[src/sv/dst_pkg.sv]
// Shared types, constants and reset values for the conveyor diameter sort tracker.
package dst_pkg;

    localparam int SLOTS_DEF   = 32;
    localparam int OUTLETS_DEF = 5;
    localparam int MAX_OUTLETS = 5;

    localparam int DIAM_W   = 16;
    localparam int SLOT_W   = 8;
    localparam int OUTLET_W = 3;
    localparam int POS_W    = 8 * MAX_OUTLETS;

    localparam logic [DIAM_W-1:0] THR_ONE_RST   = 16'd1500;
    localparam logic [DIAM_W-1:0] THR_TWO_RST   = 16'd1200;
    localparam logic [DIAM_W-1:0] THR_THREE_RST = 16'd900;
    localparam logic [DIAM_W-1:0] THR_FOUR_RST  = 16'd600;
    localparam logic [POS_W-1:0]  POSITIONS_RST = 40'h19_140F_0A05;

    // event kinds carried on tuser
    localparam logic [1:0] KIND_INSERT = 2'd0;
    localparam logic [1:0] KIND_CHECK  = 2'd1;
    localparam logic [1:0] KIND_CLEAR  = 2'd2;

    // register indexes, byte address 8*i
    localparam logic [2:0] REG_THR_ONE   = 3'd0;
    localparam logic [2:0] REG_THR_TWO   = 3'd1;
    localparam logic [2:0] REG_THR_THREE = 3'd2;
    localparam logic [2:0] REG_THR_FOUR  = 3'd3;
    localparam logic [2:0] REG_POSITIONS = 3'd4;

    localparam logic [OUTLET_W-1:0] OUTLET_NONE = 3'd0;

    typedef struct packed {
        logic shift;
        logic clear;
    } dst_cell_ctl_t;

    typedef struct packed {
        logic [DIAM_W-1:0] thr_one;
        logic [DIAM_W-1:0] thr_two;
        logic [DIAM_W-1:0] thr_three;
        logic [DIAM_W-1:0] thr_four;
        logic [POS_W-1:0]  positions;
    } dst_cfg_t;

    typedef struct packed {
        logic              hit;
        logic [DIAM_W-1:0] diameter;
        logic [SLOT_W-1:0] slot;
    } dst_probe_t;

endpackage

[src/sv/dst_cell.sv]
// One carriage slot: diameter and valid mark, shifted in from the previous slot.
module dst_cell
    import dst_pkg::*;
(
    input  logic              aclk,
    input  logic              aresetn,
    input  dst_cell_ctl_t     ctl,
    input  logic [DIAM_W-1:0] prev_diameter,
    input  logic              prev_valid,
    output logic [DIAM_W-1:0] diameter,
    output logic              valid
);

    logic [DIAM_W-1:0] diameter_reg, diameter_next;
    logic              valid_reg, valid_next;

    always_comb begin
        diameter_next = diameter_reg;
        valid_next    = valid_reg;
        if (ctl.clear) begin
            valid_next = 1'b0;
        end else if (ctl.shift) begin
            diameter_next = prev_diameter;
            valid_next    = prev_valid;
        end
    end

    always_ff @(posedge aclk) begin
        if (!aresetn) begin
            valid_reg <= 1'b0;
        end else begin
            valid_reg <= valid_next;
        end
    end

    always_ff @(posedge aclk) begin
        diameter_reg <= diameter_next;
    end

    assign diameter = diameter_reg;
    assign valid    = valid_reg;

endmodule

[src/sv/dst_match.sv]
// Classify a probed diameter and match it against the outlet positions; registered result.
module dst_match
    import dst_pkg::*;
#(
    parameter int SLOTS   = SLOTS_DEF,
    parameter int OUTLETS = OUTLETS_DEF
) (
    input  logic                aclk,
    input  logic                load,
    input  dst_cfg_t            cfg,
    input  dst_probe_t          probe,
    output logic [OUTLET_W-1:0] open_outlet
);

    localparam logic [SLOT_W:0] SLOTS_LIM = (SLOT_W+1)'(SLOTS);

    logic [OUTLET_W-1:0] cls;
    logic [SLOT_W:0]     pos;
    logic                found;
    logic [OUTLET_W-1:0] open_outlet_reg, open_outlet_next;

    always_comb begin
        if (probe.diameter > cfg.thr_one) begin
            cls = 3'd1;
        end else if (probe.diameter > cfg.thr_two) begin
            cls = 3'd2;
        end else if (probe.diameter > cfg.thr_three) begin
            cls = 3'd3;
        end else if (probe.diameter > cfg.thr_four) begin
            cls = 3'd4;
        end else begin
            cls = 3'd5;
        end
    end

    always_comb begin
        found = 1'b0;
        pos   = '0;
        for (int i = 0; i < OUTLETS; i++) begin
            pos = {1'b0, cfg.positions[8*i +: 8]};
            // fall back to the default spacing when the packed position is off the belt
            if (pos >= SLOTS_LIM) begin
                pos = (SLOT_W+1)'(5 + 5 * i);
            end
            if (pos < SLOTS_LIM && pos == {1'b0, probe.slot} && cls == OUTLET_W'(i + 1)) begin
                found = 1'b1;
            end
        end
        open_outlet_next = (probe.hit && found) ? cls : OUTLET_NONE;
    end

    always_ff @(posedge aclk) begin
        if (load) begin
            open_outlet_reg <= open_outlet_next;
        end
    end

    assign open_outlet = open_outlet_reg;

endmodule

[src/sv/conveyor_diameter_sort_tracker.sv]
// The slot row and the probe register update when an input item is accepted;
// classification and outlet match then fill the output register (probe, output).
// Throughput: one item per cycle while the result channel is not stalled by m_tready.
// Reset (aresetn low, synchronous): every slot empty, thresholds 1500/1200/900/600,
// outlet positions 5/10/15/20/25, no result pending. Slot diameters are not reset.
module conveyor_diameter_sort_tracker
    import dst_pkg::*;
#(
    parameter int SLOTS   = SLOTS_DEF,
    parameter int OUTLETS = OUTLETS_DEF
) (
    input  logic        aclk,
    input  logic        aresetn,
    // input channel
    input  logic        s_tvalid,
    output logic        s_tready,
    input  logic [23:0] s_tdata,   // [15:0] diameter, [23:16] slot_index
    input  logic [1:0]  s_tuser,   // [1:0] kind
    // result channel
    output logic        m_tvalid,
    input  logic        m_tready,
    output logic [7:0]  m_tdata,   // [2:0] open_outlet, [7:3] zero
    // configuration
    input  logic        psel,
    input  logic        penable,
    input  logic        pwrite,
    input  logic [5:0]  paddr,
    input  logic [63:0] pwdata,
    output logic [63:0] prdata,
    output logic        pready
);

    localparam int              IDX_W     = $clog2(SLOTS);
    localparam logic [SLOT_W:0] SLOTS_LIM = (SLOT_W+1)'(SLOTS);

    // configuration registers
    dst_cfg_t   cfg_reg, cfg_next;
    logic       cfg_wr;
    logic [2:0] cfg_idx;

    assign pready  = 1'b1;
    assign cfg_wr  = psel && penable && pwrite;
    assign cfg_idx = paddr[5:3];

    always_comb begin
        cfg_next = cfg_reg;
        if (cfg_wr) begin
            case (cfg_idx)
                REG_THR_ONE:   cfg_next.thr_one   = pwdata[DIAM_W-1:0];
                REG_THR_TWO:   cfg_next.thr_two   = pwdata[DIAM_W-1:0];
                REG_THR_THREE: cfg_next.thr_three = pwdata[DIAM_W-1:0];
                REG_THR_FOUR:  cfg_next.thr_four  = pwdata[DIAM_W-1:0];
                REG_POSITIONS: cfg_next.positions = pwdata[POS_W-1:0];
                default:       cfg_next = cfg_reg;
            endcase
        end
    end

    always_comb begin
        case (cfg_idx)
            REG_THR_ONE:   prdata = {48'd0, cfg_reg.thr_one};
            REG_THR_TWO:   prdata = {48'd0, cfg_reg.thr_two};
            REG_THR_THREE: prdata = {48'd0, cfg_reg.thr_three};
            REG_THR_FOUR:  prdata = {48'd0, cfg_reg.thr_four};
            REG_POSITIONS: prdata = {24'd0, cfg_reg.positions};
            default:       prdata = 64'd0;
        endcase
    end

    always_ff @(posedge aclk) begin
        if (!aresetn) begin
            cfg_reg.thr_one   <= THR_ONE_RST;
            cfg_reg.thr_two   <= THR_TWO_RST;
            cfg_reg.thr_three <= THR_THREE_RST;
            cfg_reg.thr_four  <= THR_FOUR_RST;
            cfg_reg.positions <= POSITIONS_RST;
        end else begin
            cfg_reg <= cfg_next;
        end
    end

    // handshake
    logic st_valid_reg, st_valid_next;
    logic m_valid_reg, m_valid_next;
    logic out_adv, st_adv, in_acc;

    assign out_adv  = !m_valid_reg || m_tready;
    assign st_adv   = st_valid_reg && out_adv;
    assign s_tready = !st_valid_reg || out_adv;
    assign in_acc   = s_tvalid && s_tready;

    logic [1:0]        in_kind;
    logic [DIAM_W-1:0] in_diameter;
    logic [SLOT_W-1:0] in_slot;

    assign in_kind     = s_tuser;
    assign in_diameter = s_tdata[15:0];
    assign in_slot     = s_tdata[23:16];

    // slot row
    dst_cell_ctl_t     cell_ctl;
    logic [DIAM_W-1:0] cell_diameter [SLOTS];
    logic              cell_valid    [SLOTS];

    assign cell_ctl.shift = in_acc && (in_kind == KIND_INSERT);
    assign cell_ctl.clear = in_acc && (in_kind == KIND_CLEAR);

    for (genvar g = 0; g < SLOTS; g++) begin : g_slot
        if (g == 0) begin : g_head
            dst_cell u_cell (
                .aclk          (aclk),
                .aresetn       (aresetn),
                .ctl           (cell_ctl),
                .prev_diameter (in_diameter),
                .prev_valid    (1'b1),
                .diameter      (cell_diameter[g]),
                .valid         (cell_valid[g])
            );
        end else begin : g_body
            dst_cell u_cell (
                .aclk          (aclk),
                .aresetn       (aresetn),
                .ctl           (cell_ctl),
                .prev_diameter (cell_diameter[g-1]),
                .prev_valid    (cell_valid[g-1]),
                .diameter      (cell_diameter[g]),
                .valid         (cell_valid[g])
            );
        end
    end

    // probe stage: pick the checked slot at accept time
    logic [IDX_W-1:0] slot_idx;
    logic             slot_in_range;
    dst_probe_t       probe_reg, probe_next;

    assign slot_idx      = in_slot[IDX_W-1:0];
    assign slot_in_range = {1'b0, in_slot} < SLOTS_LIM;

    always_comb begin
        probe_next = probe_reg;
        if (in_acc) begin
            probe_next.slot     = in_slot;
            probe_next.diameter = cell_diameter[slot_idx];
            probe_next.hit      = (in_kind == KIND_CHECK) && slot_in_range
                                  && cell_valid[slot_idx];
        end
    end

    always_ff @(posedge aclk) begin
        probe_reg <= probe_next;
    end

    always_comb begin
        st_valid_next = st_valid_reg;
        if (in_acc) begin
            st_valid_next = 1'b1;
        end else if (st_adv) begin
            st_valid_next = 1'b0;
        end
        m_valid_next = m_valid_reg;
        if (out_adv) begin
            m_valid_next = st_valid_reg;
        end
    end

    always_ff @(posedge aclk) begin
        if (!aresetn) begin
            st_valid_reg <= 1'b0;
            m_valid_reg  <= 1'b0;
        end else begin
            st_valid_reg <= st_valid_next;
            m_valid_reg  <= m_valid_next;
        end
    end

    logic [OUTLET_W-1:0] open_outlet;

    dst_match #(
        .SLOTS   (SLOTS),
        .OUTLETS (OUTLETS)
    ) u_match (
        .aclk        (aclk),
        .load        (st_adv),
        .cfg         (cfg_reg),
        .probe       (probe_reg),
        .open_outlet (open_outlet)
    );

    assign m_tvalid = m_valid_reg;
    assign m_tdata  = {5'd0, open_outlet};

endmodule
[config.mk]
export PLATFORM = sky130hd
export DESIGN_NAME = conveyor_diameter_sort_tracker
export DESIGN_NICKNAME = d
export VERILOG_FILES = /design/src/sv/dst_pkg.sv /design/src/sv/dst_cell.sv /design/src/sv/dst_match.sv /design/src/sv/conveyor_diameter_sort_tracker.sv
export SDC_FILE = /design/constraint.sdc
export NUM_CORES = 1
export LEC_CHECK = 0
export BUFFER_PORTS_ARGS = -buffer_cell sky130_fd_sc_hd__buf_2
export CAP_MARGIN = 15
export CORE_UTILIZATION = 45
export DETAILED_ROUTE_END_ITERATION = 7
export PLACE_DENSITY = 0.7
export REMOVE_ABC_BUFFERS = 1
export SYNTH_ARGS = -nofsm -noshare
export SYNTH_HDL_FRONTEND = slang
export SYNTH_SLANG_ARGS = --single-unit
[constraint.sdc]
create_clock -name aclk -period 31.4 [get_ports aclk]
set_clock_uncertainty 0.1 [all_clocks]
set_input_delay 0 -clock aclk [delete_from_list [all_inputs] [get_ports aclk]]
set_output_delay 0 -clock aclk [all_outputs]
set_load 0.05 [all_outputs]
==> results of run 1 <==
-- cells in the mapped netlist (all sizes together), types with 25 or more instances --
master,number
buf,61
ha,64
mux4,170
and2,25
nand2,299
a21oi,61
inv,75
clkbuf,66
edfxtp,540
a21boi,73
dfxtp,138
nand3,25
o21ai,38
-- metrics by stage --
stage	utilization, %	cell area, µm²
floorplan	-	28000
global placement	47.5	29900
detailed placement	47.5	29900
CTS	52.4	33000
global route	52.4	33000
finish	52.4	33000
-- how the worst min path moves through the flow --
stage          depth (start not counted)  slack [ns]   startpoint                                             end
4_1_cts                                3       0.005      aresetn                        cfg_reg[11]$_SDFFE_PN1P_
3_3_place_gp                           1        0.08   s_tdata[1]   g_slot[0].g_head.u_cell.diameter[1]$_DFFE_PP_
2_1_floorplan                          1       -0.03      aresetn                         cfg_reg[0]$_SDFFE_PN1P_
6_report                               1        0.02  s_tdata[16]                          probe_reg[0]$_DFFE_PP_
5_1_grt                                2        0.03  s_tdata[15]  g_slot[0].g_head.u_cell.diameter[15]$_DFFE_PP_
3_5_place_dp                           1        0.08   s_tdata[0]   g_slot[0].g_head.u_cell.diameter[0]$_DFFE_PP_
-- routing by layer --
metal / vias to the layer above / GRT usage (%) / wire length [µm]
li1: 7398 / - / -
met3: 86 / 3.62 / 3870
met4: 8 / 4.97 / 1150
met2: 559 / 29.6 / 28100
met5: - / 0 / 51
met1: 8280 / 26.3 / 26000
-- where the power goes --
| part | switching [W] | leakage [nW] | internal, W |
|---|---|---|---|
| sequential | 0.0000143 | 6.09 | 0.000990 |
| combinational | 0.0000758 | 4.07 | 0.0000576 |
| clock | 0.000342 | 1.06 | 0.000458 |
| total | 0.000432 | 11.2 | 0.00151 |
-- critical path, stage by stage, from the launching register on --
cell	delay, ns
dfxtp_1	0.31
nor2b_1	0.16
nand2_1	0.09
nand2_1	0.09
or3_1	0.31
buf_4	0.25
inv_8	0.61
buf_4	0.90
buf_12	0.81
-- final cells by class --
cell class | instances | area, µm²
inverters | 75 | 289
clock inverters | 28 | 303
well taps | 846 | 1060
flip-flops and latches | 678 | 19000
repair buffers | 231 | 1690
clock buffers | 98 | 1890
multi-input cells | 982 | 8800
fillers | 5053 | 30000
-- kinds of logic (layout without fill, tap and decap cells) --
| family | Yosys count | count (layout) | synth area share (%) |
|---|---|---|---|
| AND/OR/NAND/NOR | 435 | 435 | 6.59 |
| adder cells (fa/ha/maj) | 64 | 64 | 2.80 |
| buffers and inverters | 202 | 432 | 3.37 |
| flip-flops | 678 | 678 | 66.3 |
| multiplexers | 204 | 204 | 14.9 |
| other | 2 | 30 | 0.0262 |
| XOR/XNOR | 7 | 7 | 0.214 |
| AO/OA/AOI/OAI | 242 | 242 | 5.75 |
-- timing repair --
item / 4_1_cts / 5_1_grt
hold buffers: 93 / 0
resized for setup: 0 / 0
setup endpoints to repair: 0 / 0
endpoints found under the hold margin: 132 / 0
==> flow_metrics.tcl, run 1 <==
set metrics [dict create \
    fin_cells 2938 \
    drcViolationCount 0 \
    cp_max_fo 235 \
    dr.pass1.iters 6 \
    yosysWarnings 0 \
    setup_slack_ns 26.85 \
    avgRoutedWirePerCell_um 20.1 \
    synth_cells 1834 \
    r2r_slack_ns 26.85 \
    fmax_mhz 220 \
    clock_path_buffers 3 \
    gr-total-overflow 0 \
    cap_viol_max_count 0 \
    htree_levels 3 \
    synth_flop_cell "edfxtp_1" \
    grt_first_pass_wirelength_um 92700 \
    nNetsFinal 2205 \
    port_buffers 120 \
    worst_r2r_startpoint "m_tvalid$_SDFFE_PN0P_" \
    synth_top_area_share_pct 56.7 \
    drive_above_1_share_pct 19.5 \
    placedCellCount 2719 \
    clock_latency_ns 0.61 \
    dpl.hpwl_um 34800 \
    power_density_nw_per_um2 58.7 \
    num_rows 92 \
    dr_total_vias 16331 \
    synth_edf_count 540 \
    period_minus_slack_ns 4.55 \
    area_delta_synth_final_pct 15.4 \
    ys_seq_area_share_pct 66.3 \
    drt_iter0_drc 1843 \
    p_leak_nw 11.2 \
    hold_violations 0 \
    die_h_um 254 \
    worstHoldPathType "in -> reg" \
    routed_via_density 5.56 \
    worstMarginPinSlew_ns 1.27 \
    synth.avg_cell_area_um2 15.6 \
    grt_max_degree 236 \
    antenna_left 0 \
    core_um2 63000 \
    yosys-top-cells-area "edfxtp_1 57%, mux4_2 12%, dfxtp_1 9.7%" \
    hold_ws_ns 0.0231 \
    clkTransAtPathRegs_ns 0.06 \
    tritoncts "yes" \
    setup.worst_path.start_class "flip-flop" \
    max_slew_margin_pct 15.5 \
    layout_common_cells "540 x edfxtp_1, 299 x nand2_1, 148 x mux4_2" \
    crit_end "g_slot[19].g_body.u_cell.diameter[6]$_DFFE_PP_" \
    die_area_um2 64600 \
    timing.rr.end "g_slot[19].g_body.u_cell.diameter[6]$_DFFE_PP_" \
    reg2reg_depth 8 \
    post-route-period-util_pct 14.5 \
    track_usage_pct 18.6 \
    wirelength_um 59200 \
    cp.required_ns 31.51 \
    final_common_cell "edfxtp_1" \
    rsz0062_at_grt "false" \
    syn_area_um2 28600 \
    root_buffer "clkbuf_16" \
    peakVddDrop_uv 42.9 \
    fin_tns_setup_ns 0 \
    start_util_pct 45.4 \
    fp.dieW_um 254 \
    cts_buffers 70 \
    final_max_slew_viol_count 0 \
    postCtsSetupRepairBufs 0 \
    yosys.cell_types.count 64 \
    synthArstFlopShare_pct 0 \
    crit_type "reg -> reg" \
    cts.sinks 678 \
    status "finished clean" \
    antenna_found_initial 4 \
    power_w 0.00194 \
    end_kind "flip-flop" \
    startpoint "m_tvalid$_SDFFE_PN0P_" \
    largest_reg_flops 496 \
    synth_area_leader_cell "edfxtp_1" \
    dp_worst_setup_slack_ns 26.92 \
    synth-seq-cells 678 \
    num_antenna_cells 0 \
    worst_ep_arrival_time_ns 4.66 \
    gp_congestion 0.893 \
    grt_pass1_vias 16275 \
    io_pins 178 \
    setup_viol 0 \
]
No activity file was read; power rests on OpenSTA's default activity.
==> run 2, diff against run 1 <==
--- a/config.mk
+++ b/config.mk
@@ -5,11 +5,12 @@
 export SDC_FILE = /design/constraint.sdc
 export NUM_CORES = 1
 export LEC_CHECK = 0
+export ABC_AREA = 1
 export BUFFER_PORTS_ARGS = -buffer_cell sky130_fd_sc_hd__buf_2
 export CAP_MARGIN = 15
 export CORE_UTILIZATION = 45
 export DETAILED_ROUTE_END_ITERATION = 7
-export PLACE_DENSITY = 0.7
+export PLACE_DENSITY = 0.72
 export REMOVE_ABC_BUFFERS = 1
 export SYNTH_ARGS = -nofsm -noshare
 export SYNTH_HDL_FRONTEND = slang
==> constraint.sdc (replaced) <==
create_clock -name aclk -period 4 [get_ports aclk]
set_clock_uncertainty 0.1 [all_clocks]
set_input_delay 0 -clock aclk [delete_from_list [all_inputs] [get_ports aclk]]
set_output_delay 0 -clock aclk [all_outputs]
set_load 0.05 [all_outputs]
==> flow_metrics.tcl, run 2 <==
set metrics [dict create \
    status "finished clean" \
    power_w 0.0160 \
    setup_viol 0 \
    grt_first_pass_wirelength_um 110000 \
    reg2reg_depth 8 \
    synth_area_leader_cell "edfxtp_1" \
    fin_cells 3603 \
    setup.worst_path.start_class "flip-flop" \
    wl_met1_um 29400 \
    synth.avg_cell_area_um2 11.3 \
    cp_cell_sequence "nand3_2 -> nand2_1 -> or2_1 -> nor2_4 -> dlygate4sd3_1 -> nand2_1 -> a21oi_1 -> dlygate4sd3_1" \
    highest_layer "met5" \
    combPwrFrac_pct 7.5 \
    synthAdderAreaFrac_pct 2.80 \
    power_density_nw_per_um2 481 \
    clkTransAtPathRegs_ns 0.06 \
    cap_viol_max_count 0 \
    clock_path_buffers 3 \
    hold_violations 0 \
    cp_slowest_cell "dlygate4sd3_1" \
    synth-seq-cells 678 \
    antenna_found_initial 2 \
    clockPowerShare_pct 43.1 \
    routed_via_density 5.72 \
    switchingPower_w 0.00371 \
    p_int_w 0.0122 \
    synthArstFlopShare_pct 0 \
    final_common_cell "edfxtp_1" \
    drive_above_1_share_pct 10.0 \
    route.met3.wl_um 5580 \
    dr_total_vias 20626 \
    cp.required_ns 4.45 \
    yosysMostFrequentCell "edfxtp_1" \
    antenna_left 0 \
    grt_pass1_vias 20318 \
    area_delta_synth_final_pct 16.0 \
    synth_edf_count 540 \
    yosys-top-cells-area "edfxtp_1 57%, dfxtp_1 9.6%, o21ai_0 7.6%" \
    placedCellCount 3379 \
    whs_path_depth 2 \
    drt_iter0_drc 2343 \
    final_max_slew_viol_count 0 \
    crit_type "reg -> reg" \
    synth_cells 2539 \
    max_slew_margin_pct 31.0 \
    drcViolationCount 0 \
    clock_latency_ns 0.61 \
    synth_common_cells "540 x edfxtp_1, 432 x o21ai_0, 382 x nor2_1, 161 x nand2_1, 149 x a21oi_1" \
    htree_levels 3 \
    die_h_um 254 \
    cts.sinks 678 \
    ys_seq_area_share_pct 66.3 \
    start_util_pct 45.5 \
    postCtsSetupRepairBufs 0 \
    root_buffer "clkbuf_16" \
    crit_path_max_incr_delay_ns 0.93 \
    rsz0062_at_grt "false" \
    gp_congestion 0.890 \
    avgRoutedWirePerCell_um 19.3 \
    fmax_mhz 349 \
    synth_compound_area_share_pct 16.2 \
    peakVddDrop_uv 331 \
    end_kind "flip-flop" \
    path_depth 8 \
    routed-wl-met2_um 32600 \
    dpl.hpwl_um 40800 \
    synth_top_family_by_area "compound AO/OA/AOI/OAI gates" \
    grt_max_degree 185 \
    port_buffers 120 \
    fp.dieW_um 254 \
    cp_num_buf_inv 2 \
    nNetsFinal 2870 \
    worst_ep_arrival_time_ns 3.31 \
    p_leak_nw 11.7 \
    synth_flop_cell "edfxtp_1" \
    crit_family "buffers and inverters" \
    track_usage_pct 21.5 \
    worstMarginPinSlew_ns 1.03 \
    pwr-share-seq_pct 49.4 \
    switching_share_pct 23.3 \
    dr.pass1.iters 6 \
    core_um2 63000 \
    yosys-mux-area-fraction_pct 0 \
    io_pins 178 \
    period_minus_slack_ns 2.87 \
    die_area_um2 64600 \
    synth_xor_area_share_pct 0.122 \
    largest_reg_flops 496 \
    post-route-period-util_pct 71.7 \
    cts_buffers 73 \
    layout_common_cells "540 x edfxtp_1, 432 x o21ai_0, 382 x nor2_1" \
    cp_max_fo 16 \
    synth_top_area_share_pct 56.6 \
    yosys.cell_types.count 41 \
    wirelength_um 69700 \
    gr-total-overflow 0 \
    tritoncts "yes" \
    num_antenna_cells 0 \
    worstHoldPathType "in -> reg" \
    num_rows 92 \
    yosysWarnings 0 \
    synthSimpleGateAreaFrac_pct 9.23 \
    syn_area_um2 28600 \
]
## run 2: metal layers
metal | GRT usage [%] | up-vias
met4 | 8.38 | 4
li1 | - | 9532
met1 | 29.3 | 10062
met2 | 34.3 | 888
met3 | 3.90 | 140
met5 | 0 | -
## run 2: cell type report
cell class / count / area, µm²
sequential: 678 / 19000
fill: 5260 / 29800
timing repair buffer: 246 / 1920
multi-input combinational: 1548 / 8220
inverter: 156 / 592
clock inverter: 37 / 370
tap: 846 / 1060
clock buffer: 92 / 2060
## run 2: logic make-up (layout without fill, tap and decap cells)
group | Yosys count | after routing
AOI/OAI and AO/OA | 801 | 801
DFF | 678 | 678
and+or+nand+nor | 649 | 649
buffers and inverters | 341 | 531
adders and majority gates | 64 | 64
xor gates and xnor gates | 4 | 4
other | 2 | 30
## run 2: worst paths after layout
check	slack, ns	startpoint	endpoint
max reg2reg	1.13	m_tvalid$_SDFFE_PN0P_	g_slot[8].g_body.u_cell.valid$_SDFFE_PP0P_
min reg2reg	0.33	g_slot[16].g_body.u_cell.diameter[14]$_DFFE_PP_	g_slot[17].g_body.u_cell.diameter[14]$_DFFE_PP_
max	1.13	m_tvalid$_SDFFE_PN0P_	g_slot[8].g_body.u_cell.valid$_SDFFE_PP0P_
min	0.01	s_tdata[7]	g_slot[0].g_head.u_cell.diameter[7]$_DFFE_PP_
## run 2: metrics by stage
step                      area (µm²)  setup slack, ns  hold slack (ns)  utilization (%)  setup TNS [ns]
after floorplan                27800            -8.89          -0.0159                -        -3150.34
after global placement         29800             1.20           0.0785             47.4               0
after detailed placement       29800             1.14           0.0786             47.4               0
after CTS                      33200             1.16          0.00403             52.7               0
after global routing           33200            0.941           0.0198             52.7               0
final                          33200             1.13           0.0147             52.7               0
## run 2: timing repair
item                                   in CTS  in global routing
hold buffers                               95                  0
gates resized for setup                     0                  0
endpoints found under the hold margin     196                  0
## run 2: power by group through the flow
stage / Sequential [W] / Combinational [W] / Clock (W)
floorplan: 0.00804 / 0.000671 / 0
global placement: 0.00802 / 0.00107 / 0
detailed placement: 0.00803 / 0.00110 / 0
CTS: 0.00788 / 0.00118 / 0.00700
global route: 0.00790 / 0.00131 / 0.00724
finish: 0.00788 / 0.00119 / 0.00688
==> run 3, diff against run 2 <==
--- a/config.mk
+++ b/config.mk
@@ -10,7 +10,7 @@
 export CAP_MARGIN = 15
 export CORE_UTILIZATION = 45
 export DETAILED_ROUTE_END_ITERATION = 7
-export PLACE_DENSITY = 0.72
+export PLACE_DENSITY = 0.7
 export REMOVE_ABC_BUFFERS = 1
 export SYNTH_ARGS = -nofsm -noshare
 export SYNTH_HDL_FRONTEND = slang
==> constraint.sdc (replaced) <==
create_clock -name aclk -period 2.7 [get_ports aclk]
set_clock_uncertainty 0.1 [all_clocks]
set_input_delay 0 -clock aclk [delete_from_list [all_inputs] [get_ports aclk]]
set_output_delay 0 -clock aclk [all_outputs]
set_load 0.05 [all_outputs]
==> flow_metrics.tcl, run 3 (synthesized netlist as in run 2, its figures left out) <==
set metrics [dict create \
    largest_reg_flops 496 \
    p_leak_nw 11.9 \
    grt_use_met3_pct 3.81 \
    port_buffers 120 \
    routed_via_density 5.71 \
    worst_ep_arrival_time_ns 3.06 \
    fmax_mhz 385 \
    final_max_slew_viol_count 0 \
    worstHoldPathType "in -> reg" \
    htree_levels 3 \
    fin_tns_setup_ns 0 \
    use_met1_pct 29.4 \
    cp_max_fo 6 \
    io_pins 178 \
    core_um2 63000 \
    clock_path_buffers 3 \
    crit_type "in -> reg" \
    cts.sinks 678 \
    final_util_pct 53.2 \
    ctsResizeCount 0 \
    grtUsageMet2_pct 35.1 \
    drive_above_1_share_pct 10.9 \
    power_density_nw_per_um2 698 \
    cap_viol_max_count 0 \
    drcViolationCount 0 \
    nNetsFinal 2908 \
    tritoncts "yes" \
    max_slew_margin_pct 38.0 \
    drt_iter0_drc 2043 \
    die_h_um 254 \
    start_util_pct 45.5 \
    die_area_um2 64600 \
    cp.required_ns 3.16 \
    peakVddDrop_uv 505 \
    cts_buffers 72 \
    antenna_found_initial 2 \
    grt_first_pass_wirelength_um 110000 \
    grt_pass1_vias 20214 \
    dpl.hpwl_um 43600 \
    dr.pass1.iters 6 \
    gp_congestion 0.911 \
    busiest_layer "met2" \
    rsz0062_at_grt "false" \
    track_usage_pct 21.7 \
    area_delta_synth_final_pct 17.1 \
    fillCellCount 5266 \
    antenna_left 0 \
    post-route-period-util_pct 96.3 \
    setup.worst_path.start_class "input pin" \
    num_rows 92 \
    clock_latency_ns 0.62 \
    root_buffer "clkbuf_16" \
    final_common_cell "edfxtp_1" \
    gr-total-overflow 0 \
    layout_common_cells "540 x edfxtp_1, 432 x o21ai_0, 382 x nor2_1" \
    end_kind "flip-flop" \
    dr_total_vias 20776 \
    status "finished clean" \
    setup_viol 0 \
    worstMarginPinSlew_ns 0.929 \
    wirelength_um 70200 \
    avgRoutedWirePerCell_um 19.3 \
    hold_violations 0 \
    fp.dieW_um 254 \
    grt_max_degree 113 \
    period_minus_slack_ns 2.60 \
    clkTransAtPathRegs_ns 0.06 \
]
run 3: final timing paths:
kind	startpoint	end	slack, ns	cells after the start
setup reg to reg	probe_reg[23]$_DFFE_PP_	u_match.open_outlet[0]$_SDFFCE_PN0P_	0.21	12
setup / recovery	paddr[3]	cfg_reg[58]$_SDFFE_PN1P_	0.1	10
hold reg to reg	g_slot[12].g_body.u_cell.diameter[14]$_DFFE_PP_	g_slot[13].g_body.u_cell.diameter[14]$_DFFE_PP_	0.33	0
hold / removal	s_tdata[2]	g_slot[0].g_head.u_cell.diameter[2]$_DFFE_PP_	0.03	2
run 3: timing repair:
action | 4_1_cts | 5_1_grt
setup endpoints to repair | 0 | 1
hold buffers | 99 | 0
hold endpoints to repair | 224 | 0
setup buffers | 0 | 3
run 3: cell type report:
type	count	area, µm²	share of cell area [%]
Inverter	156	593	1.77
Clock buffer	90	1920	5.73
Antenna cell	1	2.50	0.00747
Timing Repair Buffer	285	2320	6.93
Sequential cell	678	19000	56.6
Clock inverter	37	415	1.24
Tap cell	846	1060	3.16
Multi-Input combinational cell	1548	8220	24.5
run 3: routing by layer:
metal  up-vias  share of wire (%)
met1     10136                 42
met4         2                2.3
met2       887                 47
met3       116                7.8
li1       9635                  -
met5         -              0.019
run 3: per-stage QoR:
stage / instance area, µm² / hold WS, ns / instances / setup WS [ns] / total power, W
6_report: 33500 / 0.0293 / 3641 / 0.0999 / 0.0234
4_1_cts: 33500 / 0.00732 / 3637 / 0.133 / 0.0236
2_1_floorplan: 27800 / -0.0159 / 2382 / -10.19 / 0.0129
5_1_grt: 33500 / 0.0208 / 3640 / 0.0447 / 0.0242
3_5_place_dp: 30200 / 0.0781 / 3411 / 0.270 / 0.0136
3_3_place_gp: 30200 / 0.0794 / 3411 / 0.322 / 0.0135
run 3: worst max-delay path: stages:
cell and delay (ns):
dlygate4sd3_1 0.53, buf_2 0.14, nor3_1 0.25, dlygate4sd3_1 0.60, inv_1 0.08, nor2_4 0.17
nand2_1 0.06, dlygate4sd3_1 0.57, o211ai_1 0.09, dlygate4sd3_1 0.57
run 3: where the power goes:
group / leakage, nW / switching (W) / internal [W]
Sequential: 6.09 / 0.000147 / 0.0115
Combinational: 4.67 / 0.00123 / 0.000587
Clock: 1.13 / 0.00412 / 0.00577
Total: 11.9 / 0.00550 / 0.0179
